File: config.mk
export PLATFORM = sky130hd
export DESIGN_NAME = utf8_to_ascii_folder
export DESIGN_NICKNAME = d
export VERILOG_FILES = /design/src/sv/u2a_pkg.sv /design/src/sv/utf8_to_ascii_folder.sv
export SDC_FILE = /design/constraint.sdc
export NUM_CORES = 1
export LEC_CHECK = 0
export BUFFER_PORTS_ARGS = -buffer_cell sky130_fd_sc_hd__buf_2
export CAP_MARGIN = 25
export CORE_MARGIN = 10
export CORE_UTILIZATION = 60
export CTS_CLUSTER_DIAMETER = 200
export CTS_CLUSTER_SIZE = 12
export DETAILED_ROUTE_END_ITERATION = 7
export HOLD_SLACK_MARGIN = 0.12
export MAX_ROUTING_LAYER = met4
export PLACE_DENSITY = 0.8
export SLEW_MARGIN = 30
export SYNTH_ARGS = -nofsm -noshare
export SYNTH_HDL_FRONTEND = slang
export SYNTH_SLANG_ARGS = --single-unit
File: constraint.sdc
create_clock -name clk -period 5.1 [get_ports clk]
set_clock_uncertainty 0.1 [all_clocks]
set_input_delay 0.51 -clock clk [delete_from_list [all_inputs] [get_ports clk]]
set_output_delay 0.51 -clock clk [all_outputs]
set_load 0.005 [all_outputs]
File: src/sv/u2a_pkg.sv
// u2a_pkg: widths, character codes and the code point fold for the UTF-8 folder.
// No dependencies; used by utf8_to_ascii_folder.
`default_nettype none

package u2a_pkg;

	localparam int BYTE_W = 8;
	localparam int CHAR_W = 7;
	localparam int CP_W   = 21;

	localparam logic [CHAR_W-1:0] CH_SPACE  = 7'h20;
	localparam logic [CHAR_W-1:0] CH_DQUOTE = 7'h22;
	localparam logic [CHAR_W-1:0] CH_HASH   = 7'h23;
	localparam logic [CHAR_W-1:0] CH_QUOTE  = 7'h27;
	localparam logic [CHAR_W-1:0] CH_STAR   = 7'h2A;
	localparam logic [CHAR_W-1:0] CH_PLUS   = 7'h2B;
	localparam logic [CHAR_W-1:0] CH_DASH   = 7'h2D;
	localparam logic [CHAR_W-1:0] CH_DOT    = 7'h2E;
	localparam logic [CHAR_W-1:0] CH_LT     = 7'h3C;
	localparam logic [CHAR_W-1:0] CH_GT     = 7'h3E;
	localparam logic [CHAR_W-1:0] CH_QMARK  = 7'h3F;
	localparam logic [CHAR_W-1:0] CH_CARET  = 7'h5E;
	localparam logic [CHAR_W-1:0] CH_LO_O   = 7'h6F;
	localparam logic [CHAR_W-1:0] CH_LO_V   = 7'h76;
	localparam logic [CHAR_W-1:0] CH_LO_X   = 7'h78;
	localparam logic [CHAR_W-1:0] CH_BAR    = 7'h7C;
	localparam logic [CHAR_W-1:0] CH_TILDE  = 7'h7E;

	// Base letters for U+00C0..U+00FF, leftmost character is entry 0
	localparam logic [0:63][BYTE_W-1:0] LATIN1_FOLD =
		{"AAAAAAACEEEEIIII", "DNOOOOOxOUUUUYPs",
		 "aaaaaaaceeeeiiii", "dnooooo/ouuuuypy"};

	function automatic logic [CHAR_W-1:0] fold_point(input logic [CP_W-1:0] cp);
		logic [BYTE_W-1:0] lat;
		lat = LATIN1_FOLD[cp[5:0]];
		if (cp < 21'h80) begin
			return cp[CHAR_W-1:0];
		end
		if (cp inside {[21'hC0:21'hFF]}) begin
			return lat[CHAR_W-1:0];
		end
		case (cp)
			21'h00A0: return CH_SPACE;
			21'h2018, 21'h2019: return CH_QUOTE;
			21'h201C, 21'h201D: return CH_DQUOTE;
			21'h2013, 21'h2014: return CH_DASH;
			21'h2026: return CH_TILDE;
			21'h2022, 21'h00B7: return CH_DOT;
			21'h2190: return CH_LT;
			21'h2191: return CH_CARET;
			21'h2192: return CH_GT;
			21'h2193: return CH_LO_V;
			21'h2713, 21'h2714: return CH_LO_V;
			21'h2715, 21'h2717, 21'h2718: return CH_LO_X;
			21'h00B0: return CH_LO_O;
			21'h00B1: return CH_PLUS;
			21'h00BB: return CH_GT;
			21'h00AB: return CH_LT;
			default: ;
		endcase
		if (cp inside {[21'h2500:21'h257F]}) begin
			if (cp inside {21'h2500, 21'h2501, 21'h2504, 21'h2505,
					21'h2508, 21'h2509, 21'h254C, 21'h254D}) begin
				return CH_DASH;
			end
			if (cp inside {21'h2502, 21'h2503, 21'h2506, 21'h2507,
					21'h250A, 21'h250B, 21'h254E, 21'h254F}) begin
				return CH_BAR;
			end
			return CH_PLUS;
		end
		if (cp inside {[21'h2580:21'h259F]}) begin
			return CH_HASH;
		end
		if (cp inside {[21'h25A0:21'h25FF], [21'h2600:21'h27BF]}) begin
			return CH_STAR;
		end
		return CH_QMARK;
	endfunction

endpackage

`default_nettype wire

File: src/sv/utf8_to_ascii_folder.sv
// A byte request passes the input register and then the result register to become its character.
// One byte per cycle unless stalled; bytes that close no code point give no character.
// The input stalls only while the result register is full and itself stalled.
// Reset (arst_n low) empties both registers and closes any open sequence.
// Decoder state updates as each byte leaves the input register, in arrival order.
`default_nettype none

module utf8_to_ascii_folder import u2a_pkg::*; (
	input  logic              clk,
	input  logic              arst_n,
	input  logic              byte_valid,
	output logic              byte_stall,
	input  logic [BYTE_W-1:0] in_byte,
	output logic              char_valid,
	input  logic              char_stall,
	output logic [CHAR_W-1:0] ascii_char
);

	logic              valid_s1;
	logic [BYTE_W-1:0] byte_s1;
	logic              char_valid_q;
	logic [CHAR_W-1:0] char_q;
	logic [CP_W-1:0]   pc_q;
	logic [1:0]        rem_q;

	logic              adv;
	logic [CP_W-1:0]   pc_d;
	logic [CP_W-1:0]   cp_shift;
	logic [1:0]        rem_d;
	logic              res_valid;
	logic [CHAR_W-1:0] res_char;

	assign adv        = !char_valid_q || !char_stall;
	assign byte_stall = valid_s1 && !adv;
	assign char_valid = char_valid_q;
	assign ascii_char = char_q;
	assign cp_shift   = {pc_q[CP_W-7:0], byte_s1[5:0]};

	always_comb begin
		pc_d      = pc_q;
		rem_d     = rem_q;
		res_valid = 1'b0;
		res_char  = byte_s1[CHAR_W-1:0];
		if (rem_q != 2'd0 && byte_s1[7:6] == 2'b10) begin
			rem_d = rem_q - 2'd1;
			if (rem_q == 2'd1) begin
				res_valid = 1'b1;
				res_char  = fold_point(cp_shift);
				pc_d      = '0;
			end else begin
				pc_d = cp_shift;
			end
		end else begin
			// no sequence open, or cut short: take this byte afresh
			pc_d  = '0;
			rem_d = 2'd0;
			if (byte_s1 == '0) begin
				res_valid = 1'b0;
			end else if (!byte_s1[7]) begin
				res_valid = 1'b1;
			end else if (byte_s1[7:5] == 3'b110) begin
				pc_d  = CP_W'(byte_s1[4:0]);
				rem_d = 2'd1;
			end else if (byte_s1[7:4] == 4'b1110) begin
				pc_d  = CP_W'(byte_s1[3:0]);
				rem_d = 2'd2;
			end else if (byte_s1[7:3] == 5'b11110) begin
				pc_d  = CP_W'(byte_s1[2:0]);
				rem_d = 2'd3;
			end
		end
	end

	always_ff @(posedge clk or negedge arst_n) begin
		if (!arst_n) begin
			valid_s1     <= 1'b0;
			char_valid_q <= 1'b0;
			pc_q         <= '0;
			rem_q        <= 2'd0;
		end else begin
			if (!byte_stall) begin
				valid_s1 <= byte_valid;
			end
			if (adv) begin
				char_valid_q <= valid_s1 && res_valid;
			end
			if (valid_s1 && adv) begin
				pc_q  <= pc_d;
				rem_q <= rem_d;
			end
		end
	end

	always_ff @(posedge clk) begin
		if (byte_valid && !byte_stall) begin
			byte_s1 <= in_byte;
		end
		if (adv && valid_s1 && res_valid) begin
			char_q <= res_char;
		end
	end

endmodule

`default_nettype wire

==> reports/qor.yml <==
outcome: "complete, no violations"
grt_usage: 0.190
htreeDepth: 2
drt-initial-drc-count: 344
area_delta_synth_final_pct: 8.24
synth_compound_area_frac: 0.200
antenna_left: 0
nNetsFinal: 312
synthCells: 289
grt_pass1_vias: 2167
cp_cell_sequence: "nand2b_1 -> or4_1 -> nor4_1 -> nand4b_2 -> nor4bb_4 -> a211oi_1 -> nor3_2"
synth-simple-area-share: 0.360
crit_type: "reg2reg"
start_kind: "flip-flop"
root_buffer: "clkbuf_8"
synthMuxAreaShare: 0.00461
multi_input_area_sq_um: 1440
io_pins: 21
fin_ws_ns: 2.02
slew_headroom: 0.396
fp.dieW_um: 83.8
clk_latency_ns: 0.29
yosys_warnings: 0
core-area_sq_um: 3970
vias_per_cell: 6.77
cts_sinks: 34
fp-row-count: 23
first_pass_iters: 5
synthXorXnorAreaFrac: 0.00717
initial_core_util: 0.615
hpwl_um: 4780
fin_setup_tns_ns: 0
synth_edf_count: 15
hp-class: "in2reg"
vias: 2363
ir_drop_mv: 0.274
hold_violations: 0
clockBufferDepth: 2
synthDistinctLibCells: 65
grt_setup_unrepaired: "false"
die_area_sq_um: 7020
cts_setup_buffers: 0
synth_seq_cells: 34
critPathMaxFanout: 23
maxCapViolCount: 0
n_fill_cell: 343
fin_hold_ws_ns: 0.288
wl_um: 6650
leakage_nw: 1.04
finalSetupViolations: 0
syn-cell-area_sq_um: 2440
syn_nets: 303
drc: 0
dp_worst_setup_slack_ns: 2.09
worst_ep_arrival_time_ns: 3.01
synth-async-reset-ratio: 0.559
grt-ovfl-total: 0
crit_buf_inv: 0
drive_gt1_frac: 0.161
grt_pass1_wl_um: 10900
cts_buffers: 5
die_h_um: 83.8
end_kind: "flip-flop"
grt_antenna_before_repair: 0
cpMaxStageDelayCell: "edfxtp_1"
num_antenna_cells: 0
crit_family: "simple AND/OR/NAND/NOR gates"
fin_crit_sh: 0.604
worst_pin_slew_ns: 0.893
cts_tree: "done"
seqCellArea_sq_um: 926
wl_per_cell_um: 19.1
synth_fa_ha_area_frac: 0.0102
dp.cells: 340
synth-main-ff-cell: "dfrtp_1"
gp_congestion: 0.911
io_buffers: 20
final_cell_count_no_fill: 349
finalCriticalPeriod_ns: 3.08
syn_avg_cell_area_sq_um: 8.46
cp_slowest_stage_delay_ns: 0.69
grt_max_degree: 24
timing.fmax_mhz: 325
slew_viol_final: 0
path_clk_slew_ns: 0.08
seq_area_frac_synth: 0.379
power_density_nw_per_um2: 262
synth_top_family_by_area: "simple AND/OR/NAND/NOR gates"
required_ns: 5.03
[layout make-up]
cell class / instances / area share
Clock inverter: 2 / 0.00520
Sequential cell: 34 / 0.350
Timing Repair Buffer: 21 / 0.0416
Clock buffer: 6 / 0.0274
Tap cell: 50 / 0.0237
Multi-Input combinational cell: 230 / 0.544
Inverter: 6 / 0.00851
[stage by stage]
stage               power [mW]  area (sq um)  utilization
floorplan                0.445          2440            -
global placement         0.489          2540        0.640
detailed placement       0.491          2550        0.642
CTS                      0.688          2650        0.666
global route             0.723          2650        0.666
finish                   0.692          2650        0.666
[cell families (layout without fill, tap and decap cells)]
family | after synthesis | in the layout
buffers and inverters | 25 | 35
adder cells (fa/ha/maj) | 2 | 2
multiplexers | 1 | 1
flip-flops | 34 | 34
AO/OA/AOI/OAI | 71 | 71
AND/OR/NAND/NOR | 154 | 154
XOR/XNOR | 2 | 2
[cells in the final DEF, fill, tap and decap left out, types with 2 or more instances in the layout]
master,instances
nand2_1,48
buf_2,20
nor2_1,19
a21oi_1,19
dfrtp_1,19
nand3_1,17
edfxtp_1,15
o21ai_0,13
nor3_1,12
nand2b_1,5
nor4_1,5
and2_1,5
clkbuf_8,5
inv_1,4
nor2b_1,4
o31ai_1,4
a211oi_1,4
a31oi_1,4
nand3b_1,4
nor3_2,3
or4_1,3
nand4_1,3
nand4b_1,3
a2111oi_2,3
a22o_1,3
nor4bb_1,2
inv_2,2
and4b_1,2
or2_2,2
a311oi_1,2
or3_1,2
o211ai_1,2
o2111ai_1,2
o21a_1,2
o22ai_1,2
ha_1,2
[registers in the layout (all words and copies together) (netlist names)]
name	flops
char_valid	1
valid_s1	1
rem_q	2
byte_s1	8
pc_q	15
ascii_char	7
[synth_stat cells, types with 2 or more instances]
master | instances | area share
a2111oi_2 | 3 | 0.018
a211oi_1 | 4 | 0.012
a21oi_1 | 19 | 0.039
a22o_1 | 3 | 0.011
a311oi_1 | 2 | 0.0072
a31oi_1 | 4 | 0.010
and2_1 | 5 | 0.013
and4b_1 | 2 | 0.0082
buf_1 | 3 | 0.0046
clkbuf_1 | 15 | 0.023
dfrtp_1 | 19 | 0.19
edfxtp_1 | 15 | 0.18
ha_1 | 2 | 0.010
inv_1 | 4 | 0.0061
inv_2 | 2 | 0.0031
nand2_1 | 48 | 0.074
nand2b_1 | 5 | 0.013
nand3_1 | 17 | 0.035
nand3b_1 | 4 | 0.012
nand4_1 | 3 | 0.0077
nand4b_1 | 3 | 0.011
nor2_1 | 19 | 0.029
nor2b_1 | 4 | 0.010
nor3_1 | 12 | 0.025
nor3_2 | 3 | 0.012
nor4_1 | 5 | 0.013
nor4b_1 | 2 | 0.0072
nor4bb_1 | 2 | 0.0082
o2111ai_1 | 2 | 0.0072
o211ai_1 | 2 | 0.0061
o21a_1 | 2 | 0.0061
o21ai_0 | 13 | 0.027
o22ai_1 | 2 | 0.0051
o31ai_1 | 4 | 0.012
or2_2 | 2 | 0.0051
or3_1 | 2 | 0.0051
or4_1 | 3 | 0.0092
[per-layer routing]
| metal | vias to the layer above | track usage | wire, um |
|---|---|---|---|
| met4 | 0 | 0.0852 | 229 |
| met5 | - | - | 0 |
| met2 | 149 | 0.289 | 3110 |
| li1 | 1104 | - | - |
| met1 | 1089 | 0.237 | 2740 |
| met3 | 21 | 0.0381 | 577 |
[final timing paths]
path	to	from	cells after the start	slack (ns)
worst min register to register	pc_q[14]$_DFFE_PN0P_	pc_q[14]$_DFFE_PN0P_	2	0.40
min in group asynchronous	pc_q[4]$_DFFE_PN0P_	arst_n	2	0.57
worst max register to register	ascii_char[6]$_DFFE_PP_	byte_s1[5]$_DFFE_PP_	7	2.02
worst max-delay path	ascii_char[6]$_DFFE_PP_	byte_s1[5]$_DFFE_PP_	7	2.02
worst min-delay path	byte_s1[7]$_DFFE_PP_	in_byte[7]	1	0.29
max in group asynchronous	pc_q[7]$_DFFE_PN0P_	arst_n	2	4.03
[worst register-to-register path, stage by stage, from the launching register on]
cell	delay [ns]
edfxtp_1	0.69
nand2b_1	0.33
or4_1	0.51
nor4_1	0.49
nand4b_2	0.29
nor4bb_4	0.08
a211oi_1	0.26
nor3_2	0.08
[where the power goes]
part	switching (mW)	total, mW	internal, mW
sequential	0.0401	0.347	0.307
clock	0.106	0.203	0.0966
combinational	0.0847	0.142	0.0572
total	0.231	0.692	0.461
[what timing repair did]
| item | CTS | global route |
|---|---|---|
| gates resized for setup | 0 | 0 |
| hold endpoints to repair | 19 | 0 |
| hold buffers | 1 | 0 |
(Power assumes the default switching activity.)
